**src/rtl/core/stq_pkg.sv**
```systemverilog
// ----------------------------------------------------------------------------
// stq_pkg
// Types and constants for the sorted timeout queue: request and result
// payloads, list entry, controller states, command and status groups.
// ----------------------------------------------------------------------------
package stq_pkg;

    localparam logic REQ_ADD  = 1'b0;
    localparam logic REQ_TICK = 1'b1;

    localparam logic KIND_REPORT = 1'b0;
    localparam logic KIND_STATUS = 1'b1;

    typedef struct packed {
        logic               req_type;
        logic signed [15:0] delay_secs;
        logic [31:0]        tag;
        logic               has_action;
    } stq_req_t;

    typedef struct packed {
        logic        kind;
        logic [31:0] tag_res;
        logic        insert_failed;
        logic        pending_present;
        logic [31:0] next_delay;
        logic        last;
    } stq_res_t;

    typedef struct packed {
        logic [31:0] expiry;
        logic [31:0] tag;
        logic        action;
    } stq_entry_t;

    typedef enum logic [1:0] {
        ST_IDLE,
        ST_INSERT,
        ST_SERVICE,
        ST_STATUS
    } stq_state_t;

    typedef struct packed {
        logic load_in;
        logic do_insert;
        logic do_pop;
        logic load_report;
        logic load_status;
    } stq_cmd_t;

    typedef struct packed {
        logic full;
        logic head_due;
        logic head_action;
        logic out_free;
    } stq_status_t;

endpackage

```
**src/rtl/core/sorted_timeout_queue_top.sv**
```systemverilog
// An add passes through insert, expiry service (one pop per expired entry) and
// the closing status; a tick skips insert, and a failed add goes straight to status.
// A new request is accepted only once the closing status of the previous one has
// been loaded into the result register.
// Reports and the status wait on out_ready through the result register.
// Reset: list empty, seconds counter zero, no result pending.
// ----------------------------------------------------------------------------
// sorted_timeout_queue_top
// Bounded timeout list sorted by expiry second with a running seconds
// counter; reports expired entries with an action, and a closing status per request.
// ----------------------------------------------------------------------------
module sorted_timeout_queue_top #(
    parameter int SLOTS = 16
)
(
    input  logic              clk,
    input  logic              rst_n,
    input  logic              in_valid,
    output logic              in_ready,
    input  stq_pkg::stq_req_t in_data,
    output logic              out_valid,
    input  logic              out_ready,
    output stq_pkg::stq_res_t out_data
);

    stq_pkg::stq_cmd_t    cmd;
    stq_pkg::stq_status_t status;

    stq_ctrl u_ctrl (
        .clk      (clk),
        .rst_n    (rst_n),
        .in_valid (in_valid),
        .in_ready (in_ready),
        .req_type (in_data.req_type),
        .status   (status),
        .cmd      (cmd)
    );

    stq_datapath #(
        .SLOTS (SLOTS)
    ) u_datapath (
        .clk       (clk),
        .rst_n     (rst_n),
        .in_data   (in_data),
        .cmd       (cmd),
        .status    (status),
        .out_valid (out_valid),
        .out_ready (out_ready),
        .out_data  (out_data)
    );

endmodule

```
**src/rtl/core/stq_ctrl.sv**
```systemverilog
// ----------------------------------------------------------------------------
// stq_ctrl
// Controller: accepts a request, sequences insert, expiry service and the
// closing status result.
// ----------------------------------------------------------------------------
module stq_ctrl
(
    input  logic                clk,
    input  logic                rst_n,
    input  logic                in_valid,
    output logic                in_ready,
    input  logic                req_type,
    input  stq_pkg::stq_status_t status,
    output stq_pkg::stq_cmd_t    cmd
);

    stq_pkg::stq_state_t state_reg;
    stq_pkg::stq_state_t state_next;

    always_ff @(posedge clk or negedge rst_n)
    begin
        if (!rst_n)
        begin
            state_reg <= stq_pkg::ST_IDLE;
        end
        else
        begin
            state_reg <= state_next;
        end
    end

    always_comb
    begin
        state_next = state_reg;
        unique case (state_reg)
            stq_pkg::ST_IDLE:
            begin
                if (in_valid)
                begin
                    if (req_type == stq_pkg::REQ_TICK)
                    begin
                        state_next = stq_pkg::ST_SERVICE;
                    end
                    else if (status.full)
                    begin
                        state_next = stq_pkg::ST_STATUS;
                    end
                    else
                    begin
                        state_next = stq_pkg::ST_INSERT;
                    end
                end
            end
            stq_pkg::ST_INSERT:
            begin
                state_next = stq_pkg::ST_SERVICE;
            end
            stq_pkg::ST_SERVICE:
            begin
                if (!status.head_due)
                begin
                    state_next = stq_pkg::ST_STATUS;
                end
            end
            stq_pkg::ST_STATUS:
            begin
                if (status.out_free)
                begin
                    state_next = stq_pkg::ST_IDLE;
                end
            end
            default:
            begin
                state_next = stq_pkg::ST_IDLE;
            end
        endcase
    end

    always_comb
    begin
        cmd      = '0;
        in_ready = 1'b0;
        unique case (state_reg)
            stq_pkg::ST_IDLE:
            begin
                in_ready    = 1'b1;
                cmd.load_in = in_valid;
            end
            stq_pkg::ST_INSERT:
            begin
                cmd.do_insert = 1'b1;
            end
            stq_pkg::ST_SERVICE:
            begin
                if (status.head_due)
                begin
                    if (!status.head_action)
                    begin
                        cmd.do_pop = 1'b1;
                    end
                    else if (status.out_free)
                    begin
                        cmd.do_pop      = 1'b1;
                        cmd.load_report = 1'b1;
                    end
                end
            end
            stq_pkg::ST_STATUS:
            begin
                cmd.load_status = status.out_free;
            end
            default:
            begin
                cmd = '0;
            end
        endcase
    end

endmodule

```
**src/rtl/core/stq_datapath.sv**
```systemverilog
// ----------------------------------------------------------------------------
// stq_datapath
// Sorted entry list, seconds counter, insert/pop logic and result register.
// ----------------------------------------------------------------------------
module stq_datapath #(
    parameter int SLOTS = 16
)
(
    input  logic                 clk,
    input  logic                 rst_n,
    input  stq_pkg::stq_req_t    in_data,
    input  stq_pkg::stq_cmd_t    cmd,
    output stq_pkg::stq_status_t status,
    output logic                 out_valid,
    input  logic                 out_ready,
    output stq_pkg::stq_res_t    out_data
);

    localparam int CNT_W = $clog2(SLOTS + 1);

    stq_pkg::stq_entry_t entry_reg  [SLOTS];
    stq_pkg::stq_entry_t entry_next [SLOTS];
    logic [CNT_W-1:0]    count_reg;
    logic [31:0]         now_reg;
    logic [31:0]         when_reg;
    logic [31:0]         tag_reg;
    logic                action_reg;
    logic                fail_reg;
    logic                out_valid_reg;
    stq_pkg::stq_res_t   out_reg;

    logic [SLOTS-1:0]    later;
    logic [31:0]         delay_ext;
    logic                full;
    stq_pkg::stq_entry_t new_entry;

    assign full      = (count_reg == CNT_W'(SLOTS));
    assign delay_ext = in_data.delay_secs[15] ? 32'd0 : {16'd0, in_data.delay_secs};
    assign new_entry = '{expiry: when_reg, tag: tag_reg, action: action_reg};

    always_comb
    begin
        for (int i = 0; i < SLOTS; i++)
        begin
            later[i] = (CNT_W'(i) < count_reg) && (when_reg > entry_reg[i].expiry);
        end
    end

    always_comb
    begin
        for (int i = 0; i < SLOTS; i++)
        begin
            entry_next[i] = entry_reg[i];
        end
        if (cmd.do_insert)
        begin
            if (!later[0])
            begin
                entry_next[0] = new_entry;
            end
            for (int i = 1; i < SLOTS; i++)
            begin
                if (!later[i])
                begin
                    entry_next[i] = later[i-1] ? new_entry : entry_reg[i-1];
                end
            end
        end
        else if (cmd.do_pop)
        begin
            for (int i = 0; i < SLOTS - 1; i++)
            begin
                entry_next[i] = entry_reg[i+1];
            end
        end
    end

    always_ff @(posedge clk)
    begin
        for (int i = 0; i < SLOTS; i++)
        begin
            entry_reg[i] <= entry_next[i];
        end
        if (cmd.load_in)
        begin
            when_reg   <= now_reg + delay_ext;
            tag_reg    <= in_data.tag;
            action_reg <= in_data.has_action;
        end
    end

    always_ff @(posedge clk or negedge rst_n)
    begin
        if (!rst_n)
        begin
            count_reg <= '0;
            now_reg   <= '0;
            fail_reg  <= 1'b0;
        end
        else
        begin
            if (cmd.load_in)
            begin
                fail_reg <= (in_data.req_type == stq_pkg::REQ_ADD) && full;
                if (in_data.req_type == stq_pkg::REQ_TICK)
                begin
                    now_reg <= now_reg + 32'd1;
                end
            end
            if (cmd.do_insert)
            begin
                count_reg <= count_reg + CNT_W'(1);
            end
            else if (cmd.do_pop)
            begin
                count_reg <= count_reg - CNT_W'(1);
            end
        end
    end

    // result register
    always_ff @(posedge clk or negedge rst_n)
    begin
        if (!rst_n)
        begin
            out_valid_reg <= 1'b0;
        end
        else if (cmd.load_report || cmd.load_status)
        begin
            out_valid_reg <= 1'b1;
        end
        else if (out_ready)
        begin
            out_valid_reg <= 1'b0;
        end
    end

    always_ff @(posedge clk)
    begin
        if (cmd.load_report)
        begin
            out_reg <= '{kind: stq_pkg::KIND_REPORT, tag_res: entry_reg[0].tag,
                         insert_failed: 1'b0, pending_present: 1'b0,
                         next_delay: 32'd0, last: 1'b0};
        end
        else if (cmd.load_status)
        begin
            out_reg <= '{kind: stq_pkg::KIND_STATUS, tag_res: 32'd0,
                         insert_failed: fail_reg,
                         pending_present: (count_reg != '0),
                         next_delay: (count_reg != '0) ?
                                     (entry_reg[0].expiry - now_reg) : 32'd0,
                         last: 1'b1};
        end
    end

    assign status.full        = full;
    assign status.head_due    = (count_reg != '0) && (entry_reg[0].expiry <= now_reg);
    assign status.head_action = entry_reg[0].action;
    assign status.out_free    = !out_valid_reg || out_ready;

    assign out_valid = out_valid_reg;
    assign out_data  = out_reg;

endmodule

```
**config.mk**
```make
export PLATFORM = sky130hd
export DESIGN_NAME = sorted_timeout_queue_top
export DESIGN_NICKNAME = d
export VERILOG_FILES = /design/src/rtl/core/stq_pkg.sv /design/src/rtl/core/sorted_timeout_queue_top.sv /design/src/rtl/core/stq_ctrl.sv /design/src/rtl/core/stq_datapath.sv
export SDC_FILE = /design/constraint.sdc
export NUM_CORES = 2
export LEC_CHECK = 0
export ABC_CLOCK_PERIOD_IN_PS = 10400
export BUFFER_PORTS_ARGS = -buffer_cell sky130_fd_sc_hd__buf_2
export CORE_ASPECT_RATIO = 1.75
export CORE_MARGIN = 5
export CORE_UTILIZATION = 55
export DETAILED_ROUTE_END_ITERATION = 10
export PLACE_DENSITY = 0.77
export SKIP_CTS_REPAIR_TIMING = 1
export SKIP_LAST_GASP = 1
export SLEW_MARGIN = 20
export SYNTH_ARGS = -nofsm -noshare
export SYNTH_HDL_FRONTEND = slang
export SYNTH_SLANG_ARGS = --single-unit
```
**constraint.sdc**
```tcl
create_clock -name clk -period 10.4 [get_ports clk]
set_input_delay 1.56 -clock clk [delete_from_list [all_inputs] [get_ports clk]]
set_output_delay 1.56 -clock clk [all_outputs]
set_load 0.02 [all_outputs]
```
# Yosys cells after proc, flatten, opt, wreduce, memory -nomap -nowiden
# Memories as Yosys holds them, arrays and structs flattened.
# Index checks and enable logic that the tools add are counted.
[classes]
addsub = 5
eq_ne = 7
order_cmp = 33
n_reduce_logical = 28
n_bitwise = 1
n_mux = 57
[ops]
columns = ["op", "n"]
rows = [
  ["$mux 65", 32],
  ["$mux 975", 2],
  ["$gt 32x32->1", 16],
  ["$mux 67", 2],
  ["$lt 4x5->1 const A", 8],
  ["$add 32x1->32 const B", 1],
  ["$add 32x32->32", 1],
  ["$le 32x32->1", 1],
  ["$mux 32", 1],
  ["$sub 32x32->32", 1],
  ["$lt 3x5->1 const A", 4],
  ["$logic_and 1x1->1", 18],
  ["$mux 2", 8],
  ["$mux 15", 1],
  ["$lt 1x5->1 const A", 2],
  ["$lt 2x5->1 const A", 2],
  ["$mux 5", 2],
  ["$mux 1", 8],
  ["$pmux 2 s4", 1],
  ["$reduce_bool 2->1", 3],
  ["$add 5x1->5 const B", 1],
  ["$eq 5x5->1 const B", 1],
  ["$reduce_bool 5->1", 1],
  ["$sub 5x1->5 const B", 1],
  ["10 further kinds", 13],
]
[word_totals]
elab_cells = 145
n_memories = 1
mem_bits_rw = 1040
reg_bits = 173
inputBits = 54
[memory_table]
columns = ["name", "depth", "width", "read_ports", "rd_ports_with_merged_regs", "write_ports", "line_no", "source"]
rows = [
  ["u_datapath.entry_reg", 16, 65, 16, 0, 16, "stq_datapath.sv:21", "stq_pkg::stq_entry_t entry_reg [SLOTS];"],
]

# Longest topological paths before layout
[depth]
ltp_word = 8
mapped_depth = 14

# Hierarchy
# A second synthesis with hierarchy kept.
[hier_totals]
cells_unflattened = 7159
hier_area_um2 = 74026.0
[by_module_without_submodules]
columns = ["mod", "n_inst", "area_each_um2", "cells_each"]
rows = [
  ["stq_datapath", 1, 73823.3, 7135],
  ["stq_ctrl", 1, 202.7, 24],
]

# Worst setup path before layout
# Ideal clock, no wire load.
[synth_path]
kind = "reg-to-reg"
start = "register, netlist name u_datapath.when_reg[9]"
end = "memory u_datapath.entry_reg[1][455] (netlist name) (enable)"
stages_incl_launch_ff = 10
period_less_slack_ns = 9.209
arrival_ns = 8.543
setup_slack_ns = 1.191
required_ns = 9.734
path_cell_list = "edfxtp_1 ha_1 a21o_1 a21o_1 a21o_1 a21oi_1 nor2b_1 o21ai_0 a31oi_1 o41ai_1"
[synth_lines]
columns = ["element", "line_no"]
rows = [
  ["end: declaration", "stq_datapath.sv:21"],
]

==> Implementation_results.wiki <==
{| class="wikitable"
! Metric !! Value
|-
| Category of the worst setup path capture point || flop
|-
| Slew at the pin closest to its max-slew limit || 1340 ps
|-
| Insertion delay to the later sink of the worst-skew pair || 810 ps
|-
| Synth area leaders || sky130_fd_sc_hd__edfxtp_1 (43%), sky130_fd_sc_hd__ha_1 (8.9%), sky130_fd_sc_hd__o221ai_1 (4.3%), sky130_fd_sc_hd__nand3_1 (4.1%), sky130_fd_sc_hd__inv_1 (3.6%)
|-
| Clock transition at the registers of the reported paths || 70 ps
|-
| Portion of total power attributed to combinational logic || 52.4%
|-
| Clock group share of total power || 12.8%
|-
| Antenna violations before repair || 10
|-
| Maximum fanout along the worst path || 36
|-
| Mapped Nets || 9202
|-
| Average wire per standard cell || 30.0 um
|-
| Cell taking the most area after synthesis || sky130_fd_sc_hd__edfxtp_1
|-
| Setup clock skew after layout || 42.5 ps
|-
| Most used flip-flop cell after synthesis || sky130_fd_sc_hd__edfxtp_1
|-
| Count of input and output buffers || 123
|-
| Residual DRC || 0
|-
| Ranking of synthesized cells by instance count || sky130_fd_sc_hd__edfxtp_1 (1137), sky130_fd_sc_hd__inv_1 (771), sky130_fd_sc_hd__nor2_1 (759), sky130_fd_sc_hd__nand3_1 (652), sky130_fd_sc_hd__clkbuf_1 (606)
|-
| TritonCTS clock tree || built
|-
| Flip-flop count of the largest register, all copies and words added || 1040
|-
| Time the final worst path needs with I/O delays and setup || 5400 ps
|-
| Total track usage || 38.2%
|-
| Ordered cell list for the critical path || inv_1 > ha_1 > inv_1 > fa_1 > a211oi_2 > o211ai_1 > a41oi_1 > o21ai_1 > a21oi_1 > and3_2 > o21bai_4 > buf_4 > buf_4
|-
| Critical path type || flop to flop
|-
| Total grt overflow || 0
|-
| Core Rows || 185
|-
| Total of endpoints with negative setup slack in the final report || 0
|-
| Worst hold margin || 443 ps
|-
| Total length of routed wires || 306 mm
|-
| Internal cell power || 17.4 mW
|-
| Critical path arrival || 5820 ps
|-
| Via density per instance || 7.27
|-
| Global-route met2 utilization || 61.1%
|-
| Fraction of met1 tracks used by global routing || 39.8%
|-
| Cell at the root of the clock tree || sky130_fd_sc_hd__clkbuf_16
|-
| WP data required || 10820 ps
|-
| DRC violation total after the first TritonRoute iteration || 10800
|-
| Number of buffers added by the clock tree synthesis step || 111
|-
| Most repeated cell in the gate-level netlist after synthesis || sky130_fd_sc_hd__edfxtp_1
|-
| Fraction of power spent switching nets || 48.7%
|-
| Pin count of the biggest net entering global routing || 220
|-
| Number of I/O pins || 124
|-
| Peak Freq || 185 MHz
|-
| Share of the cycle needed by the critical path after routing || 51.9%
|-
| Placed wire-length estimate after detailed placement || 197 mm
|-
| Leakage || 34.4 nW
|-
| Multi-input combinational cell area || 39100 um2
|-
| Hold/Removal Path Class || flop to flop
|-
| Number of flops mapped to enable cells by yosys || 1137
|-
| Initial cell density of the core || 55.2%
|-
| Most utilized layer in the global route result || met2
|-
| Dpl cells || 10000
|-
| Synth Instances || 8579
|-
| Warning count from the yosys run || 0
|-
| Library cell contributing the largest single delay on the critical path || sky130_fd_sc_hd__and3_2
|-
| Post-synthesis register bit count || 1213
|-
| Fill cell total of the finished layout || 12300
|-
| Die Height || 515 um
|-
| Power Density || 396 nW/um2
|-
| Summed instance area of the synthesized netlist || 80000 um2
|-
| Deepest clock path buffer count || 3
|-
| Horizontal extent of the die || 298 um
|-
| Maxcap violations || 0
|-
| Number of standard cells in the final layout excluding fillers || 10200
|-
| Setup TNS Final || 0 ps
|-
| Pins over their slew limit || 0
|-
| Number of detailed-route iterations in the first pass || 9
|-
| GR Layer Usage met3 || 9.07%
|-
| Post-Syn Area per Cell || 9.33 um2
|-
| Net count reported at finish || 8880
|-
| Synthesis-to-finish area growth || 6.86%
|-
| Relative slew slack || 10.2%
|-
| Max IR drop VDD || 0.486 mV
|-
| Count of cell types in the netlist || 69
|-
| Floorplan die area || 154000 um2
|-
| Placeable core area || 145000 um2
|-
| Global-route wire length before repair || 449 mm
|-
| Clk sinks || 1213
|-
| Outcome || complete, no violations
|-
| Layout cells sized above 1 || 7.43%
|-
| Htree depth || 3
|-
| Sequential group share of total power || 34.9%
|-
| Register area || 35900 um2
|-
| Highest cell delay on the worst timing path || 710 ps
|-
| Critical path launch point type || flop
|-
| Share of synthesized area occupied by flip-flops and latches || 44.8%
|-
| RePlAce Congestion || 1.01
|-
| Hold Fails Final Rpt || 0
|-
| Vias in the first global route || 73300
|-
| Detailed-route via count || 74300
|-
| Switching pwr || 16.5 mW
|-
| Setup repair after global routing missed its margin || no
|-
| Fraction of synthesis flops using an asynchronous set or reset pin || 3.38%
|-
| Post-route antenna net violation count || 0
|-
| Fraction of post-synthesis cell area in the top cell type by area || 42.7%
|}
==> cell usage in the layout (no fill, tap or decap), drive strengths merged, types with 72 or more instances in the layout <==
cell and instances:
a211oi 75, o21ai 471, clkbuf 132, o221ai 396, edfxtp 1137, nand2 476, a21oi 313, and3 211
nor3 95, and2 142, nor2 760, o211ai 253, xnor2 72, a21o 300, a31oi 265, nand3 652
buf 259, nand4 390, inv 773, ha 567
==> cells by family after synthesis <==
| group | after synthesis | synth area share, % |
|---|---|---|
| fa+ha+maj | 569 | 8.91 |
| xor+xnor | 87 | 0.952 |
| mux | 132 | 1.75 |
| flops | 1213 | 44.8 |
| simple gates | 2861 | 17.4 |
| buf+inv | 1466 | 6.99 |
| compound gates | 2251 | 19.2 |
==> power by group through the flow <==
stage | clock [mW] | combinational [mW] | sequential (mW)
4_1_cts | 4.31 | 17.0 | 11.6
2_1_floorplan | 0 | 11.4 | 11.2
3_5_place_dp | 0 | 16.9 | 11.7
6_report | 4.34 | 17.8 | 11.8
3_3_place_gp | 0 | 16.3 | 11.6
5_1_grt | 4.51 | 18.8 | 11.9
==> final timing paths <==
check / slack, ps / from / endpoint / depth (start not counted)
setup / recovery: 5000 / u_datapath.entry_reg[0][33] / u_datapath.entry_reg[1][313] / 13
hold / removal: 440 / u_datapath.out_data[27] / u_datapath.out_data[27] / 2
setup reg to reg: 5000 / u_datapath.entry_reg[0][33] / u_datapath.entry_reg[1][313] / 13
hold reg to reg: 440 / u_datapath.out_data[27] / u_datapath.out_data[27] / 2
max in group asynchronous: 9190 / rst_n / u_datapath.now_reg[9] / 1
min in group asynchronous: 790 / rst_n / u_datapath.now_reg[4] / 1
==> cell type report <==
cell class | instances | area share (%)
Sequential cell | 1213 | 41.9
Clock buffer | 132 | 3.40
Clock inverter | 70 | 0.821
Tap cell | 1870 | 2.74
Timing Repair Buffer | 259 | 1.98
Inverter | 772 | 3.40
Antenna cell | 3 | 0.00878
Multi-Input combinational cell | 5900 | 45.7
==> stage by stage <==
step | power [mW] | cell area, um2 | utilization, % | setup WS [ps]
after floorplan | 22.5 | 80000 | - | 1190
after global placement | 27.9 | 81800 | 56.5 | 4820
after detailed placement | 28.6 | 81800 | 56.5 | 5200
after CTS | 33.0 | 85400 | 59.0 | 5170
after global routing | 35.2 | 85500 | 59.0 | 4960
final | 33.9 | 85500 | 59.0 | 5000
==> critical path: cells and delay by family (launching register included) <==
family | cells | cell delay (ps)
compound gates | 6 | 1870
fa+ha+maj | 2 | 580
buf+inv | 4 | 1360
flops | 1 | 430
simple gates | 1 | 710
==> per-layer routing <==
metal / vias up / wire length (um)
li1: 31300 / -
met1: 35400 / 94500
met2: 5582 / 139000
met3: 1974 / 31800
met4: 6 / 41000
met5: - / 40
(Power assumes the default switching activity.)
